### src/hdl/jet_pkg.sv
// ----------------------------------------------------------------------------
// jet_pkg
// Types, codes and character helpers shared by the JSON event tokenizer.
// ----------------------------------------------------------------------------
package jet_pkg;

  typedef enum logic [3:0] {
    EV_OBJ_START = 4'd0,
    EV_OBJ_END   = 4'd1,
    EV_ARR_START = 4'd2,
    EV_ARR_END   = 4'd3,
    EV_KEY_CHAR  = 4'd4,
    EV_KEY_END   = 4'd5,
    EV_STR_CHAR  = 4'd6,
    EV_STR_END   = 4'd7,
    EV_NULL      = 4'd8,
    EV_TRUE      = 4'd9,
    EV_FALSE     = 4'd10,
    EV_NUM_CHAR  = 4'd11,
    EV_NUM_END   = 4'd12,
    EV_DOC_END   = 4'd13,
    EV_ERROR     = 4'd14
  } event_kind_e;

  typedef enum logic [3:0] {
    ERR_EMPTY      = 4'd0,
    ERR_NOT_SINGLE = 4'd1,
    ERR_LITERAL    = 4'd2,
    ERR_NUMBER     = 4'd3,
    ERR_ESCAPE     = 4'd4,
    ERR_UNTERM     = 4'd5,
    ERR_ARR_COMMA  = 4'd6,
    ERR_KEY_START  = 4'd7,
    ERR_COLON      = 4'd8,
    ERR_OBJ_COMMA  = 4'd9,
    ERR_TOO_DEEP   = 4'd10
  } error_code_e;

  localparam logic [7:0] CtrlLimit = 8'h20;

  typedef struct packed {
    logic [3:0]  kind;
    logic [7:0]  ch;
    logic [15:0] cnt;
    logic [3:0]  err;
  } jet_event_t;

  // all events caused by one input byte
  typedef struct packed {
    jet_event_t [2:0] ev;
    logic [1:0]       num;
    logic [31:0]      pos;
  } jet_bundle_t;

  function automatic jet_event_t mk_ev(input event_kind_e k, input logic [7:0] c,
                                       input logic [15:0] n, input error_code_e e);
    jet_event_t r;
    r.kind = k;
    r.ch   = c;
    r.cnt  = n;
    r.err  = e;
    return r;
  endfunction

  function automatic logic is_ws(input logic [7:0] b);
    return (b == 8'h20) || (b == 8'h0A) || (b == 8'h0D) || (b == 8'h09);
  endfunction

  function automatic logic is_num_char(input logic [7:0] b);
    return (b == ".") || ((b >= "0") && (b <= "9")) || (b == "e") || (b == "E") ||
           (b == "+") || (b == "-");
  endfunction

  // zero marks an escape outside the simple set
  function automatic logic [7:0] unescape(input logic [7:0] b);
    logic [7:0] r;
    case (b)
      "\"":    r = "\"";
      "\\":    r = "\\";
      "/":     r = "/";
      "b":     r = 8'h08;
      "f":     r = 8'h0C;
      "n":     r = 8'h0A;
      "r":     r = 8'h0D;
      "t":     r = 8'h09;
      default: r = 8'h00;
    endcase
    return r;
  endfunction

  // word 0 null, 1 true, 2 false
  function automatic logic [7:0] lit_char(input logic [1:0] w, input logic [2:0] i);
    logic [7:0] r;
    case ({w, i})
      {2'd0, 3'd1}: r = "u";
      {2'd0, 3'd2}: r = "l";
      {2'd0, 3'd3}: r = "l";
      {2'd1, 3'd1}: r = "r";
      {2'd1, 3'd2}: r = "u";
      {2'd1, 3'd3}: r = "e";
      {2'd2, 3'd1}: r = "a";
      {2'd2, 3'd2}: r = "l";
      {2'd2, 3'd3}: r = "s";
      {2'd2, 3'd4}: r = "e";
      default:      r = 8'h00;
    endcase
    return r;
  endfunction

  function automatic logic [2:0] lit_len(input logic [1:0] w);
    return (w == 2'd2) ? 3'd5 : 3'd4;
  endfunction

endpackage

### src/hdl/jet_if.sv
// ----------------------------------------------------------------------------
// jet_if
// Channel interfaces of the JSON event tokenizer: bytes, events, config.
// ----------------------------------------------------------------------------
interface jet_byte_if;
  logic       valid;
  logic       ready;
  logic [7:0] char_byte;
  logic       is_last;
  modport source (output valid, char_byte, is_last, input ready);
  modport sink   (input valid, char_byte, is_last, output ready);
endinterface

interface jet_event_if;
  logic        valid;
  logic        ready;
  logic [3:0]  event_kind;
  logic [7:0]  char_value;
  logic [15:0] item_count;
  logic [3:0]  error_code;
  logic [31:0] byte_position;
  logic        last_of_run;
  modport source (output valid, event_kind, char_value, item_count, error_code,
                  byte_position, last_of_run, input ready);
  modport sink   (input valid, event_kind, char_value, item_count, error_code,
                  byte_position, last_of_run, output ready);
endinterface

interface jet_cfg_if;
  logic       valid;
  logic       ready;
  logic [5:0] depth_limit;
  modport source (output valid, depth_limit, input ready);
  modport sink   (input valid, depth_limit, output ready);
endinterface

### src/hdl/json_event_tokenizer.sv
// ----------------------------------------------------------------------------
// json_event_tokenizer
// Streaming JSON structure checker giving one event stream per document.
// ----------------------------------------------------------------------------
// Usage:
//  in_i  : one document byte per item, is_last on the final byte.
//  out_o : events, each with the byte position that caused it; last_of_run
//          marks the last event of one byte. A byte causes 0 to 3 events.
//  cfg_i : depth_limit, always ready; write it only while the block is idle.
// Timing: a byte is taken every cycle while the two-group event queue has
//  room; its events are written into the queue on acceptance. Events leave
//  at one per cycle while the receiver is ready, and input stalls once both
//  queue slots are full.
// The top of the container stack lives in registers; the entries below it
//  sit in a single-port-write, registered-read memory whose next entry is
//  prefetched each cycle, so a close does not wait for a memory read.
// Reset: parser back to expecting a root value, position 0, depth_limit 32,
//  queue empty. The stack memory needs no clearing.
// A stalled receiver holds the current event steady and backs up the input.
// ----------------------------------------------------------------------------
module json_event_tokenizer #(
  parameter int STACK_DEPTH = 32,
  parameter int COUNT_WIDTH = 16
) (
  input  logic      clk_i,
  input  logic      rst_ni,
  jet_byte_if.sink  in_i,
  jet_event_if.source out_o,
  jet_cfg_if.sink   cfg_i
);
  import jet_pkg::*;

  logic [5:0]  depth_limit_q;
  logic        accept, q_ready;
  jet_bundle_t bundle;

  assign cfg_i.ready = 1'b1;
  assign in_i.ready  = q_ready;
  assign accept      = in_i.valid && q_ready;

  always_ff @(posedge clk_i or negedge rst_ni) begin
    if (!rst_ni) begin
      depth_limit_q <= 6'd32;
    end else if (cfg_i.valid) begin
      depth_limit_q <= cfg_i.depth_limit;
    end
  end

  jet_step #(.STACK_DEPTH(STACK_DEPTH), .COUNT_WIDTH(COUNT_WIDTH)) u_step (
    .clk_i         (clk_i),
    .rst_ni        (rst_ni),
    .accept_i      (accept),
    .char_byte_i   (in_i.char_byte),
    .is_last_i     (in_i.is_last),
    .depth_limit_i (depth_limit_q),
    .bundle_o      (bundle)
  );

  jet_out u_out (
    .clk_i    (clk_i),
    .rst_ni   (rst_ni),
    .push_i   (accept && (bundle.num != 2'd0)),
    .bundle_i (bundle),
    .ready_o  (q_ready),
    .out_o    (out_o)
  );

endmodule

### src/hdl/jet_stack.sv
// ----------------------------------------------------------------------------
// jet_stack
// Container stack memory: one write, one registered read, write forwarding.
// ----------------------------------------------------------------------------
module jet_stack #(
  parameter int DEPTH = 32,
  parameter int WIDTH = 17
) (
  input  logic                                 clk_i,
  input  logic                                 we_i,
  input  logic [(DEPTH > 1 ? $clog2(DEPTH) : 1)-1:0] waddr_i,
  input  logic [WIDTH-1:0]                     wdata_i,
  input  logic [(DEPTH > 1 ? $clog2(DEPTH) : 1)-1:0] raddr_i,
  output logic [WIDTH-1:0]                     rdata_o
);

  logic [WIDTH-1:0] mem [DEPTH];
  logic [WIDTH-1:0] rdata_q;

  always_ff @(posedge clk_i) begin
    if (we_i) begin
      mem[waddr_i] <= wdata_i;
    end
  end

  always_ff @(posedge clk_i) begin
    if (we_i && (waddr_i == raddr_i)) begin
      rdata_q <= wdata_i;
    end else begin
      rdata_q <= mem[raddr_i];
    end
  end

  assign rdata_o = rdata_q;

endmodule

### src/hdl/jet_step.sv
// ----------------------------------------------------------------------------
// jet_step
// Per-byte parser step: phase state, top of stack in registers, the rest of
// the stack in memory, up to three events per byte.
// ----------------------------------------------------------------------------
module jet_step #(
  parameter int STACK_DEPTH = 32,
  parameter int COUNT_WIDTH = 16
) (
  input  logic                clk_i,
  input  logic                rst_ni,
  input  logic                accept_i,
  input  logic [7:0]          char_byte_i,
  input  logic                is_last_i,
  input  logic [5:0]          depth_limit_i,
  output jet_pkg::jet_bundle_t bundle_o
);
  import jet_pkg::*;

  localparam int DW = $clog2(STACK_DEPTH + 1);
  localparam int AW = (STACK_DEPTH > 1) ? $clog2(STACK_DEPTH) : 1;
  localparam int CW = COUNT_WIDTH;

  typedef enum logic [3:0] {
    PH_ROOT, PH_VALUE, PH_ARR_FIRST, PH_OBJ_FIRST, PH_KEY, PH_COLON,
    PH_AFTER, PH_TRAIL, PH_STRING, PH_NUMBER, PH_LIT
  } phase_e;

  function automatic logic [CW-1:0] sat_inc(input logic [CW-1:0] v);
    return (v == {CW{1'b1}}) ? v : v + 1'b1;
  endfunction

  function automatic logic [15:0] cap16(input logic [CW-1:0] v);
    logic [31:0] w;
    w = 32'(v);
    return (w > 32'h0000_FFFF) ? 16'hFFFF : w[15:0];
  endfunction

  phase_e        phase_q, phase_d;
  logic [1:0]    word_q, word_d;
  logic [2:0]    lidx_q, lidx_d;
  logic          key_q, key_d, esc_q, esc_d, failed_q, failed_d;
  logic [DW-1:0] depth_q, depth_d;
  logic          tkind_q, tkind_d;
  logic [CW-1:0] tcnt_q, tcnt_d, slen_q, slen_d;
  logic [31:0]   pos_q, pos_d;

  logic          we;
  logic [AW-1:0] waddr, raddr;
  logic [CW:0]   wdata, rdata;

  jet_stack #(.DEPTH(STACK_DEPTH), .WIDTH(CW + 1)) u_stack (
    .clk_i   (clk_i),
    .we_i    (we),
    .waddr_i (waddr),
    .wdata_i (wdata),
    .raddr_i (raddr),
    .rdata_o (rdata)
  );

  jet_event_t [2:0] ev;
  logic [1:0]       n;

  always_comb begin
    phase_e      ph;
    logic [1:0]  lw;
    logic [2:0]  li;
    logic        key, esc, fl, tk, sv, opn, obj, cls, vd;
    logic [DW-1:0] dep;
    logic [CW-1:0] tc, sl;
    logic [7:0]  b, d;
    logic [31:0] lim;

    ph = phase_q; lw = word_q; li = lidx_q; key = key_q; esc = esc_q;
    fl = failed_q; dep = depth_q; tk = tkind_q; tc = tcnt_q; sl = slen_q;
    b = char_byte_i; d = 8'h00;
    sv = 1'b0; opn = 1'b0; obj = 1'b0; cls = 1'b0; vd = 1'b0;
    ev = '0; n = 2'd0;
    we = 1'b0; waddr = '0; wdata = '0;
    lim = (32'(depth_limit_i) > 32'(STACK_DEPTH)) ? 32'(STACK_DEPTH) : 32'(depth_limit_i);

    if (!fl) begin
      // a byte that cannot continue a number ends it first
      if (ph == PH_NUMBER && !is_num_char(b)) begin
        ev[n] = mk_ev(EV_NUM_END, 8'h00, 16'h0, ERR_EMPTY); n = n + 2'd1;
        if (dep != '0) begin tc = sat_inc(tc); ph = PH_AFTER; end
        else ph = PH_TRAIL;
      end
      case (ph)
        PH_NUMBER: begin
          ev[n] = mk_ev(EV_NUM_CHAR, b, 16'h0, ERR_EMPTY); n = n + 2'd1;
        end
        PH_ARR_FIRST: begin
          if (!is_ws(b)) begin
            if (b == "]") cls = 1'b1;
            else sv = 1'b1;
          end
        end
        PH_OBJ_FIRST, PH_KEY: begin
          if (!is_ws(b)) begin
            if (b == "}" && ph == PH_OBJ_FIRST) cls = 1'b1;
            else if (b == "\"") begin
              key = 1'b1; esc = 1'b0; sl = '0; ph = PH_STRING;
            end else begin
              ev[n] = mk_ev(EV_ERROR, 8'h00, 16'h0, ERR_KEY_START); n = n + 2'd1; fl = 1'b1;
            end
          end
        end
        PH_COLON: begin
          if (!is_ws(b)) begin
            if (b == ":") ph = PH_VALUE;
            else begin
              ev[n] = mk_ev(EV_ERROR, 8'h00, 16'h0, ERR_COLON); n = n + 2'd1; fl = 1'b1;
            end
          end
        end
        PH_AFTER: begin
          if (!is_ws(b)) begin
            if (b == ",") ph = tk ? PH_KEY : PH_VALUE;
            else if ((tk && b == "}") || (!tk && b == "]")) cls = 1'b1;
            else begin
              ev[n] = mk_ev(EV_ERROR, 8'h00, 16'h0, tk ? ERR_OBJ_COMMA : ERR_ARR_COMMA);
              n = n + 2'd1; fl = 1'b1;
            end
          end
        end
        PH_TRAIL: begin
          if (!is_ws(b)) begin
            ev[n] = mk_ev(EV_ERROR, 8'h00, 16'h0, ERR_NOT_SINGLE); n = n + 2'd1; fl = 1'b1;
          end
        end
        PH_STRING: begin
          if (esc) begin
            d = unescape(b);
            esc = 1'b0;
            if (d == 8'h00) begin
              ev[n] = mk_ev(EV_ERROR, 8'h00, 16'h0, ERR_ESCAPE); n = n + 2'd1; fl = 1'b1;
            end else begin
              sl = sat_inc(sl);
              ev[n] = mk_ev(key ? EV_KEY_CHAR : EV_STR_CHAR, d, 16'h0, ERR_EMPTY);
              n = n + 2'd1;
            end
          end else if (b == "\\") begin
            esc = 1'b1;
          end else if (b == "\"") begin
            ev[n] = mk_ev(key ? EV_KEY_END : EV_STR_END, 8'h00, cap16(sl), ERR_EMPTY);
            n = n + 2'd1;
            if (key) begin key = 1'b0; ph = PH_COLON; end
            else vd = 1'b1;
          end else if (b == 8'h00) begin
            ev[n] = mk_ev(EV_ERROR, 8'h00, 16'h0, ERR_UNTERM); n = n + 2'd1; fl = 1'b1;
          end else if (b < CtrlLimit) begin
            ev[n] = mk_ev(EV_ERROR, 8'h00, 16'h0, ERR_ESCAPE); n = n + 2'd1; fl = 1'b1;
          end else begin
            sl = sat_inc(sl);
            ev[n] = mk_ev(key ? EV_KEY_CHAR : EV_STR_CHAR, b, 16'h0, ERR_EMPTY);
            n = n + 2'd1;
          end
        end
        PH_LIT: begin
          if (b != lit_char(lw, li)) begin
            ev[n] = mk_ev(EV_ERROR, 8'h00, 16'h0, ERR_LITERAL); n = n + 2'd1; fl = 1'b1;
          end else begin
            li = li + 3'd1;
            if (li == lit_len(lw)) begin
              li = 3'd0;
              ev[n] = mk_ev(event_kind_e'(4'(EV_NULL) + 4'(lw)), 8'h00, 16'h0, ERR_EMPTY);
              n = n + 2'd1;
              vd = 1'b1;
            end
          end
        end
        default: begin
          if (!is_ws(b)) sv = 1'b1;
        end
      endcase

      if (sv) begin
        if (b == "n" || b == "t" || b == "f") begin
          lw = (b == "n") ? 2'd0 : ((b == "t") ? 2'd1 : 2'd2);
          li = 3'd1; ph = PH_LIT;
        end else if (b == "\"") begin
          key = 1'b0; esc = 1'b0; sl = '0; ph = PH_STRING;
        end else if (b == "[" || b == "{") begin
          opn = 1'b1; obj = (b == "{");
        end else if (is_num_char(b)) begin
          ph = PH_NUMBER;
          ev[n] = mk_ev(EV_NUM_CHAR, b, 16'h0, ERR_EMPTY); n = n + 2'd1;
        end else begin
          ev[n] = mk_ev(EV_ERROR, 8'h00, 16'h0, ERR_NUMBER); n = n + 2'd1; fl = 1'b1;
        end
      end

      if (opn) begin
        if (32'(dep) >= lim) begin
          ev[n] = mk_ev(EV_ERROR, 8'h00, 16'h0, ERR_TOO_DEEP); n = n + 2'd1; fl = 1'b1;
        end else begin
          // old top goes down into memory
          if (dep != '0) begin
            we = 1'b1; waddr = AW'(dep - 1'b1); wdata = {tk, tc};
          end
          tk = obj; tc = '0; dep = dep + 1'b1;
          ev[n] = mk_ev(obj ? EV_OBJ_START : EV_ARR_START, 8'h00, 16'h0, ERR_EMPTY);
          n = n + 2'd1;
          ph = obj ? PH_OBJ_FIRST : PH_ARR_FIRST;
        end
      end

      if (cls) begin
        dep = dep - 1'b1;
        ev[n] = mk_ev(tk ? EV_OBJ_END : EV_ARR_END, 8'h00, cap16(tc), ERR_EMPTY);
        n = n + 2'd1;
        // parent entry was prefetched from the slot below the top
        if (dep != '0) {tk, tc} = rdata;
        vd = 1'b1;
      end

      if (vd) begin
        if (dep != '0) begin tc = sat_inc(tc); ph = PH_AFTER; end
        else ph = PH_TRAIL;
      end
    end

    if (is_last_i && !fl) begin
      if (ph == PH_NUMBER) begin
        ev[n] = mk_ev(EV_NUM_END, 8'h00, 16'h0, ERR_EMPTY); n = n + 2'd1;
        ph = (dep != '0) ? PH_AFTER : PH_TRAIL;
      end
      case (ph)
        PH_TRAIL: begin
          ev[n] = mk_ev(EV_DOC_END, 8'h00, 16'h0, ERR_EMPTY);
        end
        PH_VALUE, PH_ARR_FIRST: ev[n] = mk_ev(EV_ERROR, 8'h00, 16'h0, ERR_NUMBER);
        PH_OBJ_FIRST, PH_KEY:   ev[n] = mk_ev(EV_ERROR, 8'h00, 16'h0, ERR_KEY_START);
        PH_COLON:               ev[n] = mk_ev(EV_ERROR, 8'h00, 16'h0, ERR_COLON);
        PH_AFTER: begin
          ev[n] = mk_ev(EV_ERROR, 8'h00, 16'h0, tk ? ERR_OBJ_COMMA : ERR_ARR_COMMA);
        end
        PH_STRING: begin
          ev[n] = mk_ev(EV_ERROR, 8'h00, 16'h0, esc ? ERR_ESCAPE : ERR_UNTERM);
        end
        PH_LIT:  ev[n] = mk_ev(EV_ERROR, 8'h00, 16'h0, ERR_LITERAL);
        default: ev[n] = mk_ev(EV_ERROR, 8'h00, 16'h0, ERR_EMPTY);
      endcase
      n = n + 2'd1;
    end

    if (is_last_i) begin
      ph = PH_ROOT; lw = 2'd0; li = 3'd0; key = 1'b0; esc = 1'b0;
      dep = '0; sl = '0; fl = 1'b0;
    end

    phase_d = ph; word_d = lw; lidx_d = li; key_d = key; esc_d = esc;
    failed_d = fl; depth_d = dep; tkind_d = tk; tcnt_d = tc; slen_d = sl;
    pos_d = is_last_i ? 32'h0 : ((pos_q == 32'hFFFF_FFFF) ? pos_q : pos_q + 32'h1);
    we = we & accept_i;
  end

  // keep the slot below the top prefetched
  always_comb begin
    logic [DW-1:0] dn;
    dn = accept_i ? depth_d : depth_q;
    raddr = (32'(dn) >= 32'd2) ? AW'(dn - 2'd2) : '0;
  end

  assign bundle_o.ev  = ev;
  assign bundle_o.num = n;
  assign bundle_o.pos = pos_q;

  always_ff @(posedge clk_i or negedge rst_ni) begin
    if (!rst_ni) begin
      phase_q  <= PH_ROOT;
      word_q   <= 2'd0;
      lidx_q   <= 3'd0;
      key_q    <= 1'b0;
      esc_q    <= 1'b0;
      failed_q <= 1'b0;
      depth_q  <= '0;
      slen_q   <= '0;
      pos_q    <= 32'h0;
      tkind_q  <= 1'b0;
      tcnt_q   <= '0;
    end else if (accept_i) begin
      phase_q  <= phase_d;
      word_q   <= word_d;
      lidx_q   <= lidx_d;
      key_q    <= key_d;
      esc_q    <= esc_d;
      failed_q <= failed_d;
      depth_q  <= depth_d;
      slen_q   <= slen_d;
      pos_q    <= pos_d;
      tkind_q  <= tkind_d;
      tcnt_q   <= tcnt_d;
    end
  end

  a_depth_bound: assert property (@(posedge clk_i) disable iff (!rst_ni)
    32'(depth_q) <= 32'(STACK_DEPTH))
    else $error("nesting depth beyond stack");

  a_restart: assert property (@(posedge clk_i) disable iff (!rst_ni)
    accept_i && is_last_i |=> depth_q == '0 && pos_q == 32'h0 && !failed_q)
    else $error("no restart after last byte");

  a_failed_sticky: assert property (@(posedge clk_i) disable iff (!rst_ni)
    failed_q && !(accept_i && is_last_i) |=> failed_q)
    else $error("error state left early");

  a_silent_fail: assert property (@(posedge clk_i) disable iff (!rst_ni)
    failed_q && accept_i && !is_last_i |-> bundle_o.num == 2'd0)
    else $error("events after error");

endmodule

### src/hdl/jet_out.sv
// ----------------------------------------------------------------------------
// jet_out
// Two-entry queue of per-byte event groups, sent out one event per cycle while out_o is ready.
// ----------------------------------------------------------------------------
module jet_out (
  input  logic                 clk_i,
  input  logic                 rst_ni,
  input  logic                 push_i,
  input  jet_pkg::jet_bundle_t bundle_i,
  output logic                 ready_o,
  jet_event_if.source          out_o
);
  import jet_pkg::*;

  jet_bundle_t q_q [2];
  logic        wptr_q, rptr_q;
  logic [1:0]  cnt_q, sel_q;
  jet_bundle_t head;
  logic        last, pop;

  assign head    = q_q[rptr_q];
  assign last    = (sel_q == (head.num - 2'd1));
  assign pop     = out_o.valid && out_o.ready && last;
  assign ready_o = (cnt_q != 2'd2);

  assign out_o.valid         = (cnt_q != 2'd0);
  assign out_o.event_kind    = head.ev[sel_q].kind;
  assign out_o.char_value    = head.ev[sel_q].ch;
  assign out_o.item_count    = head.ev[sel_q].cnt;
  assign out_o.error_code    = head.ev[sel_q].err;
  assign out_o.byte_position = head.pos;
  assign out_o.last_of_run   = last;

  always_ff @(posedge clk_i) begin
    if (push_i) begin
      q_q[wptr_q] <= bundle_i;
    end
  end

  always_ff @(posedge clk_i or negedge rst_ni) begin
    if (!rst_ni) begin
      wptr_q <= 1'b0;
      rptr_q <= 1'b0;
      cnt_q  <= 2'd0;
      sel_q  <= 2'd0;
    end else begin
      if (push_i) wptr_q <= ~wptr_q;
      if (pop) begin
        rptr_q <= ~rptr_q;
        sel_q  <= 2'd0;
      end else if (out_o.valid && out_o.ready) begin
        sel_q <= sel_q + 2'd1;
      end
      cnt_q <= cnt_q + {1'b0, push_i} - {1'b0, pop};
    end
  end

  a_no_overflow: assert property (@(posedge clk_i) disable iff (!rst_ni)
    push_i |-> cnt_q != 2'd2)
    else $error("event queue overflow");

  a_group_size: assert property (@(posedge clk_i) disable iff (!rst_ni)
    out_o.valid |-> head.num != 2'd0 && sel_q < head.num)
    else $error("bad event group index");

  a_pop_seq: assert property (@(posedge clk_i) disable iff (!rst_ni)
    pop |=> sel_q == 2'd0)
    else $error("group index not cleared");

endmodule
### src/flat_wrapper.sv
// flat-port wrapper written by rule: the top's interface ports become plain ports
module json_event_tokenizer_flat import jet_pkg::*;
#(
  parameter int STACK_DEPTH = 32,
  parameter int COUNT_WIDTH = 16
)
  (clk_i, rst_ni, in_i_valid, in_i_char_byte, in_i_is_last, in_i_ready, out_o_valid, out_o_event_kind, out_o_char_value, out_o_item_count, out_o_error_code, out_o_byte_position, out_o_last_of_run, out_o_ready, cfg_i_valid, cfg_i_depth_limit, cfg_i_ready);
  jet_byte_if in_i_i ();
  jet_event_if out_o_i ();
  jet_cfg_if cfg_i_i ();
  input  logic clk_i;
  input  logic rst_ni;
  input wire logic [$bits(in_i_i.valid)-1:0] in_i_valid;
  input wire logic [$bits(in_i_i.char_byte)-1:0] in_i_char_byte;
  input wire logic [$bits(in_i_i.is_last)-1:0] in_i_is_last;
  output wire logic [$bits(in_i_i.ready)-1:0] in_i_ready;
  output wire logic [$bits(out_o_i.valid)-1:0] out_o_valid;
  output wire logic [$bits(out_o_i.event_kind)-1:0] out_o_event_kind;
  output wire logic [$bits(out_o_i.char_value)-1:0] out_o_char_value;
  output wire logic [$bits(out_o_i.item_count)-1:0] out_o_item_count;
  output wire logic [$bits(out_o_i.error_code)-1:0] out_o_error_code;
  output wire logic [$bits(out_o_i.byte_position)-1:0] out_o_byte_position;
  output wire logic [$bits(out_o_i.last_of_run)-1:0] out_o_last_of_run;
  input wire logic [$bits(out_o_i.ready)-1:0] out_o_ready;
  input wire logic [$bits(cfg_i_i.valid)-1:0] cfg_i_valid;
  input wire logic [$bits(cfg_i_i.depth_limit)-1:0] cfg_i_depth_limit;
  output wire logic [$bits(cfg_i_i.ready)-1:0] cfg_i_ready;
  assign in_i_i.valid = in_i_valid;
  assign in_i_i.char_byte = in_i_char_byte;
  assign in_i_i.is_last = in_i_is_last;
  assign in_i_ready = in_i_i.ready;
  assign out_o_valid = out_o_i.valid;
  assign out_o_event_kind = out_o_i.event_kind;
  assign out_o_char_value = out_o_i.char_value;
  assign out_o_item_count = out_o_i.item_count;
  assign out_o_error_code = out_o_i.error_code;
  assign out_o_byte_position = out_o_i.byte_position;
  assign out_o_last_of_run = out_o_i.last_of_run;
  assign out_o_i.ready = out_o_ready;
  assign cfg_i_i.valid = cfg_i_valid;
  assign cfg_i_i.depth_limit = cfg_i_depth_limit;
  assign cfg_i_ready = cfg_i_i.ready;
  json_event_tokenizer #(.STACK_DEPTH(STACK_DEPTH), .COUNT_WIDTH(COUNT_WIDTH)) u_core (.clk_i(clk_i), .rst_ni(rst_ni), .in_i(in_i_i), .out_o(out_o_i), .cfg_i(cfg_i_i));
endmodule
### config.mk
export PLATFORM = sky130hd
export DESIGN_NAME = json_event_tokenizer_flat
export DESIGN_NICKNAME = d
export VERILOG_FILES = /design/src/hdl/jet_pkg.sv /design/src/hdl/jet_if.sv /design/src/hdl/json_event_tokenizer.sv /design/src/hdl/jet_stack.sv /design/src/hdl/jet_step.sv /design/src/hdl/jet_out.sv /design/src/flat_wrapper.sv
export SDC_FILE = /design/constraint.sdc
export NUM_CORES = 1
export LEC_CHECK = 0
export BUFFER_PORTS_ARGS = -buffer_cell sky130_fd_sc_hd__buf_4
export CAP_MARGIN = 15
export CORE_MARGIN = 5
export CORE_UTILIZATION = 52
export CTS_CLUSTER_SIZE = 25
export DETAILED_ROUTE_END_ITERATION = 10
export HOLD_SLACK_MARGIN = 0.12
export PLACE_DENSITY = 0.66
export SETUP_SLACK_MARGIN = 0.1
export SYNTH_ARGS = -nofsm -noshare
export SYNTH_HDL_FRONTEND = slang
export SYNTH_SLANG_ARGS = --single-unit
### constraint.sdc
create_clock -name clk_i -period 37.4 [get_ports clk_i]
set_input_delay 7.48 -clock clk_i [delete_from_list [all_inputs] [get_ports clk_i]]
set_output_delay 7.48 -clock clk_i [all_outputs]
set_load 0.05 [all_outputs]
# After elaboration in Yosys (flattened, before gate mapping)
# Memory sizes are Yosys's and may differ from the RTL's. A register that Yosys moved wholly into a read port is not among the register bits.
# Index checks and enable logic that the tools add are counted.
# word_totals
regBits	95
ram_bits	804
romBits	224
elab_cells	505
memories	3
# memory_table
name	depth	width	rd	rd_clocked_by_memory_dff	wr	line	text
u_core.u_step.u_stack.mem	32	17	1	1	1	jet_stack.sv:17	logic [WIDTH-1:0] mem [DEPTH];
u_core.u_out.q_q	2	130	1	0	1	jet_out.sv:15	jet_bundle_t q_q [2];
(no name shown)	32	7	1	0	0	jet_pkg.sv:94	case ({w, i})
# classes
addsub	20
n_lt_le_gt_ge	19
n_eq_ne	54
n_mux	294
bitwise_logic	49
n_reduce_logical	50
# op_table
cell	n
96-bit 2-to-1 mux	32
96-bit one-hot mux with 7 select lines	2
96-bit bitwise mux	11
84-bit NOT	6
16-bit 2-to-1 mux	27
32-bit demux with 2-bit select	6
32-bit 2-to-1 mux	11
28-bit by 84-bit bitwise AND with 84-bit output	4
81-bit NOT	4
81-bit bitwise AND	3
87-bit bitwise AND	2
87-bit NOT	2
84-bit bitwise AND	2
78-bit NOT	2
4-bit 2-to-1 mux	28
8-bit by 7-bit == test with 1-bit output (second input constant)	12
1-bit 2-to-1 mux	96
90-bit bitwise AND	1
90-bit NOT	1
27-bit by 81-bit bitwise AND with 81-bit output	1
26-bit by 78-bit bitwise AND with 78-bit output	1
78-bit bitwise AND	1
2-bit 2-to-1 mux	39
17-bit 2-to-1 mux	4
other kinds (65)	188

# Depth between registers and ports, before layout
# logic_depth
word_depth	44
depth_mapped	31

# Modules after synthesis
# A second synthesis with hierarchy kept.
# hier_totals
cells_unflattened	3178
area_unflattened_um2	42470.7
# modules_own_cells
mod	n_inst	cells_per_inst	area_each_um2
jet_stack	1	1200	21496.9
jet_step	1	1480	10620.2
jet_out	1	481	10073.4
json_event_tokenizer	1	17	280.3

# Worst setup path before layout
# OpenSTA, ideal clock, no wires.
# synth_path
path_type	input to register
start	input in_i_char_byte[2]
end	memory u_core.u_out.q_q[0][0] in the netlist's numbering (enable)
t_arrival_ns	18.894
t_required_ns	36.764
path_slack_ns	17.870
cell_stages	24
n_path_buf	1
cell_sequence	buf_2 -> xnor2_1 -> o21ai_0 -> and3_1 -> nor3_1 -> inv_2 -> ha_1 -> mux2_2 -> a211oi_1 -> a31o_2 -> inv_1 -> ha_1 -> o2111a_1 -> ha_1 -> nor2_1 -> nor2_1 -> ha_1 -> a211oi_1 -> inv_1 -> ha_1 -> mux2i_1 -> ha_1 -> a311oi_1 -> nor2b_1
# synth_between
elab_chain_cells	38
elab_cells_between_ends	190
cone_classes	7 x add/sub; 3 x order compare; 34 x eq/ne; 119 x mux; 27 x reduce/logical
# synth_lines
element	line	text
from (decl)	flat_wrapper.sv:14	input wire logic [$bits(in_i_i.char_byte)-1:0] in_i_char_byte;
8-bit by 6-bit greater-or-equal comparator with 1-bit output or 8-bit by 6-bit less-or-equal comparator with 1-bit output (tied branches)	jet_pkg.sv:70	return (b == ".") || ((b >= "0") && (b <= "9")) || (b == "e") || (b == "E") ||
1-bit logical AND	jet_pkg.sv:70	
1-bit logical OR (4 in a row)	jet_pkg.sv:70	
1-bit logical OR	jet_pkg.sv:71	(b == "+") || (b == "-");
1-bit zero test	jet_step.sv:84	if (ph == PH_NUMBER && !is_num_char(b)) begin
1-bit logical AND	jet_step.sv:84	
1-bit 2-to-1 mux or 4-bit 2-to-1 mux (tied branches)	jet_step.sv:84	
2-bit 2-to-1 mux or 4-bit 2-to-1 mux (tied branches)	jet_step.sv:82	if (!fl) begin
[19 not listed]	n/a	
2-bit 2-to-1 mux	jet_step.sv:225	if (ph == PH_NUMBER) begin
2-bit 2-to-1 mux	jet_step.sv:224	if (is_last_i && !fl) begin
2-bit by 1-bit adder with 2-bit output	jet_step.sv:245	n = n + 2'd1;
2-bit 2-to-1 mux (*)	jet_step.sv:224	
2-bit nonzero test (*)	json_event_tokenizer.sv:62	.push_i (accept && (bundle.num != 2'd0)),
1-bit logical AND (*)	json_event_tokenizer.sv:62	
1-bit 2-to-1 mux (*)	jet_out.sv:35	if (push_i) begin
1-bit 2-to-1 mux (implied by the code) (*)	jet_out.sv:36	q_q[wptr_q] <= bundle_i;
to (decl)	jet_out.sv:15	
# Mark *: on every way between the ends. The rest lies on a longest branch, timed or not. The select of a mux whose other input is x is not followed.

# Worst setup path after layout
# layout_path
start	input in_i_char_byte[1]
end	memory u_core.u_out.q_q[1][81] in the netlist's numbering (enable)
# Same word-level chain as after synthesis.

==> summary.md <==
| Metric | Value |
|---|---|
| Status | `complete, no violations` |
| Worst r2r src | `u_core.u_step.phase_q[3]` |
| Peak supply drop | `52.3 uV` |
| Max Cap Violations | `0` |
| Initial Utilization | `52.6%` |
| Top cell type by total area after synthesis | `edfxtp_1` |
| Initial antenna violation count | `0` |
| CP Max Fanout | `48` |
| Clock Latency Late Sink | `0.66 ns` |
| Worst Max-Slew Pin Slew | `1.27 ns` |
| Clock slew at reported path FFs | `0.06 ns` |
| Vias in the first global route | `25,600` |
| CTS tree | `done` |
| RSZ-0062 raised after global routing | `no` |
| Avg WL per Cell | `26.5 microns` |
| Max clock buf depth | `3` |
| Final period util | `40.2%` |
| Post-synthesis cell count | `2,861` |
| Core area | `79,300 sq um` |
| GRT overflow | `0` |
| Leak pwr | `0.0172 uW` |
| Die area | `85,900 sq um` |
| Area Overhead vs Synth | `12.2%` |
| Fin crit period | `15.04 ns` |
| Hold path cells | `1` |
| Setup TNS | `0 ns` |
| R2r setup slk | `28.81 ns` |
| Final Wtd Congestion | `0.938` |
| Post-synthesis sequential area ratio | `63.9%` |
| Port Buf Inserts | `86` |
| Arr. time, crit path | `15.31 ns` |
| CTS H-tree lvls | `3` |
| Postcts setup bufs | `0` |
| Total number of vias | `25,500` |
| Top cells by count, synth | `edfxtp_1, nor2_1, mux4_2, nand2_1, o21ai_0` |
| Slew headroom | `14.9%` |
| CTS buffer count | `90` |
| Final Hold Viols | `0` |
| Power Density | `62.8 nW/um^2` |
| Post-synthesis average cell area | `14.6 sq um` |
| Achievable Freq | `0.0665 GHz` |
| First-pass GRT wire length | `163,000 microns` |
| Post-CTS sizing | `0` |
| Antenna Violating Nets Remaining | `0` |
| Flop and latch count out of synthesis | `904` |
| Hold-fix buffer count after cts | `0` |
| Io pins | `88` |
| Die extent in y | `293 microns` |
| R2R Path End | `u_core.u_out.q_q[1][81]` |
| Largest net degree at the start of global routing | `100` |
| Clock root buffer | `clkbuf_16` |
| Net count, final | `3,040` |
| Worst EP required | `37.67 ns` |
| Row count | `103` |
| Synth cell types | `92` |
| Final Setup Violations | `0` |
| Synth area leaders | `edfxtp_1, mux4_2, dfrtp_1` |
| Post-route DRC | `0` |
| Most frequent cell after synthesis | `edfxtp_1` |
| Total track usage | `24.9%` |
| Top cell type's share of synthesized area | `57.9%` |
| Die Wd | `293 microns` |
| DRT iter0 DRCs | `2,707` |
| CP endpoint kind | `flip-flop` |
| Hold Crit Start | `u_core.u_out.cnt_q[1]` |
| FFs w/ async S/R, synth | `10.5%` |
| Final wirelength | `108,000 microns` |
| R2R cell count | `24` |
| Critical path class | `input pin to flip-flop` |
| Drt pass-1 iters | `8` |
| Fin Clk Skew | `0.0427 ns` |
| Max-slew violation count | `0` |
| Ratio of cells with drive above 1 in the final layout | `21.1%` |
| Detail Placement HPWL | `70,800 microns` |
| Vias per cell | `6.25` |
| Startpoint types | `input pin` |
| Clk sinks | `904` |
| Hold path endpoint | `u_core.u_out.cnt_q[1]` |
| HP Class | `flip-flop to flip-flop` |
| Ant. Diodes | `0` |
| Cell area after synthesis | `41,700 sq um` |
| Post-synth top flop | `edfxtp_1` |
| EDFF count, synth | `804` |
| Ys Warns | `0` |
| Worst Hold Slack | `0.491 ns` |
-- power breakdown --
group          internal, uW  switching, uW  total (uW)
registers              1200           46.4        1250
clock network           500            386         886
logic                   255            546         801
-- per-layer routing --
metal | global-route usage, % | vias to the layer above | share of wire [%]
li1 | - | 11300 | -
met1 | 33.5 | 13100 | 40
met2 | 43.0 | 945 | 51
met3 | 3.39 | 197 | 5.5
met4 | 6.86 | 0 | 2.9
met5 | 0 | - | 0
-- metrics by stage --
stage | instance area (sq um) | setup WS [ns] | instances | utilization [%] | total power (uW)
global placement | 43700 | 21.93 | 3910 | 55.1 | 2060
global route | 46800 | 21.84 | 4082 | 59.0 | 3050
floorplan | 41700 | 17.87 | 2864 | - | 1830
finish | 46800 | 22.36 | 4082 | 59.0 | 2930
detailed placement | 43700 | 21.77 | 3910 | 55.1 | 2070
CTS | 46600 | 22.43 | 4070 | 58.8 | 2950
-- cell families (layout without fill, tap and decap cells) --
family / count (synthesis) / in the layout / share of synthesized area [%]
DFF: 904 / 904 / 63.9
and+or+nand+nor: 794 / 794 / 9.15
AOI/OAI and AO/OA: 449 / 449 / 7.11
muxes: 326 / 326 / 14.0
buffers and inverters: 247 / 415 / 2.34
xor gates and xnor gates: 83 / 83 / 1.78
adders and majority gates: 56 / 56 / 1.68
other: 2 / 5 / 0.0180
-- area by class of cell --
cell class | count | area [sq um]
Tap cell | 1050 | 1310
Clock buffer | 107 | 2340
Sequential cell | 904 | 26600
Clock inverter | 53 | 582
Multi-Input combinational cell | 1713 | 14200
Timing Repair Buffer | 169 | 1370
Fill cell | 6117 | 32500
Inverter | 86 | 323
-- critical path, cell delays in order --
cell      delay, ns
buf_4          0.19
nand2b_1       0.26
or4_1          0.57
nand2_1        0.17
nor3_1         0.08
buf_4          0.18
inv_2          0.36
ha_1           0.32
mux2_2         0.27
a211oi_1       0.28
a31o_2         0.29
inv_1          0.06
ha_1           0.26
o2111a_1       0.29
ha_1           0.30
nor2_1         0.04
nor2_1         0.19
ha_1           0.28
a211oi_1       0.59
inv_1          0.16
ha_1           0.32
mux2i_1        0.26
ha_1           0.30
a311oi_1       0.51
and2_4         0.60
buf_4          0.63
-- worst max-delay path by stage --
stage	end	start	slack, ns	cells after the start
2_1_floorplan	u_core.u_out.q_q[0][0]	in_i_char_byte[2]	17.87	24
6_report	u_core.u_out.q_q[1][81]	in_i_char_byte[1]	22.36	26
4_1_cts	u_core.u_out.q_q[1][81]	in_i_char_byte[1]	22.43	26
3_5_place_dp	u_core.u_out.q_q[1][3]	in_i_char_byte[1]	21.77	26
5_1_grt	u_core.u_out.q_q[1][109]	in_i_char_byte[1]	21.84	26
3_3_place_gp	u_core.u_out.q_q[1][3]	in_i_char_byte[1]	21.93	26
-- layout by cell type, fill, tap and decap left out, types with 31 or more instances in the layout --
master / Yosys / final
nor2_2: 0 / 45
dfrtp_1: 94 / 93
and2_1: 32 / 31
nor3_1: 42 / 41
mux2_2: 46 / 46
nor2_1: 261 / 216
o21ai_0: 118 / 118
nand3_1: 72 / 72
xnor2_1: 41 / 41
edfxtp_1: 804 / 804
buf_4: 4 / 156
clkbuf_16: 0 / 90
xor2_1: 41 / 41
a21oi_1: 85 / 85
inv_1: 82 / 82
mux2i_1: 78 / 78
mux4_2: 202 / 202
o22ai_1: 47 / 47
nand2_1: 202 / 202
ha_1: 56 / 56
-- registers in the layout, summed over array words and instances, names as in the netlist, 2 cells and up, named ones only --
name and count:
u_core.u_out.cnt_q 2, u_core.u_out.sel_q 2, u_core.depth_limit_q 6, u_core.u_step.u_stack.mem 544, u_core.u_step.depth_q 6, u_core.u_step.phase_q 4, u_core.u_step.word_q 2, u_core.u_step.lidx_q 3
u_core.u_step.pos_q 32, u_core.u_step.slen_q 16, u_core.u_out.q_q 260, u_core.u_step.tcnt_q 16
No activity file was read; power rests on OpenSTA's default activity.
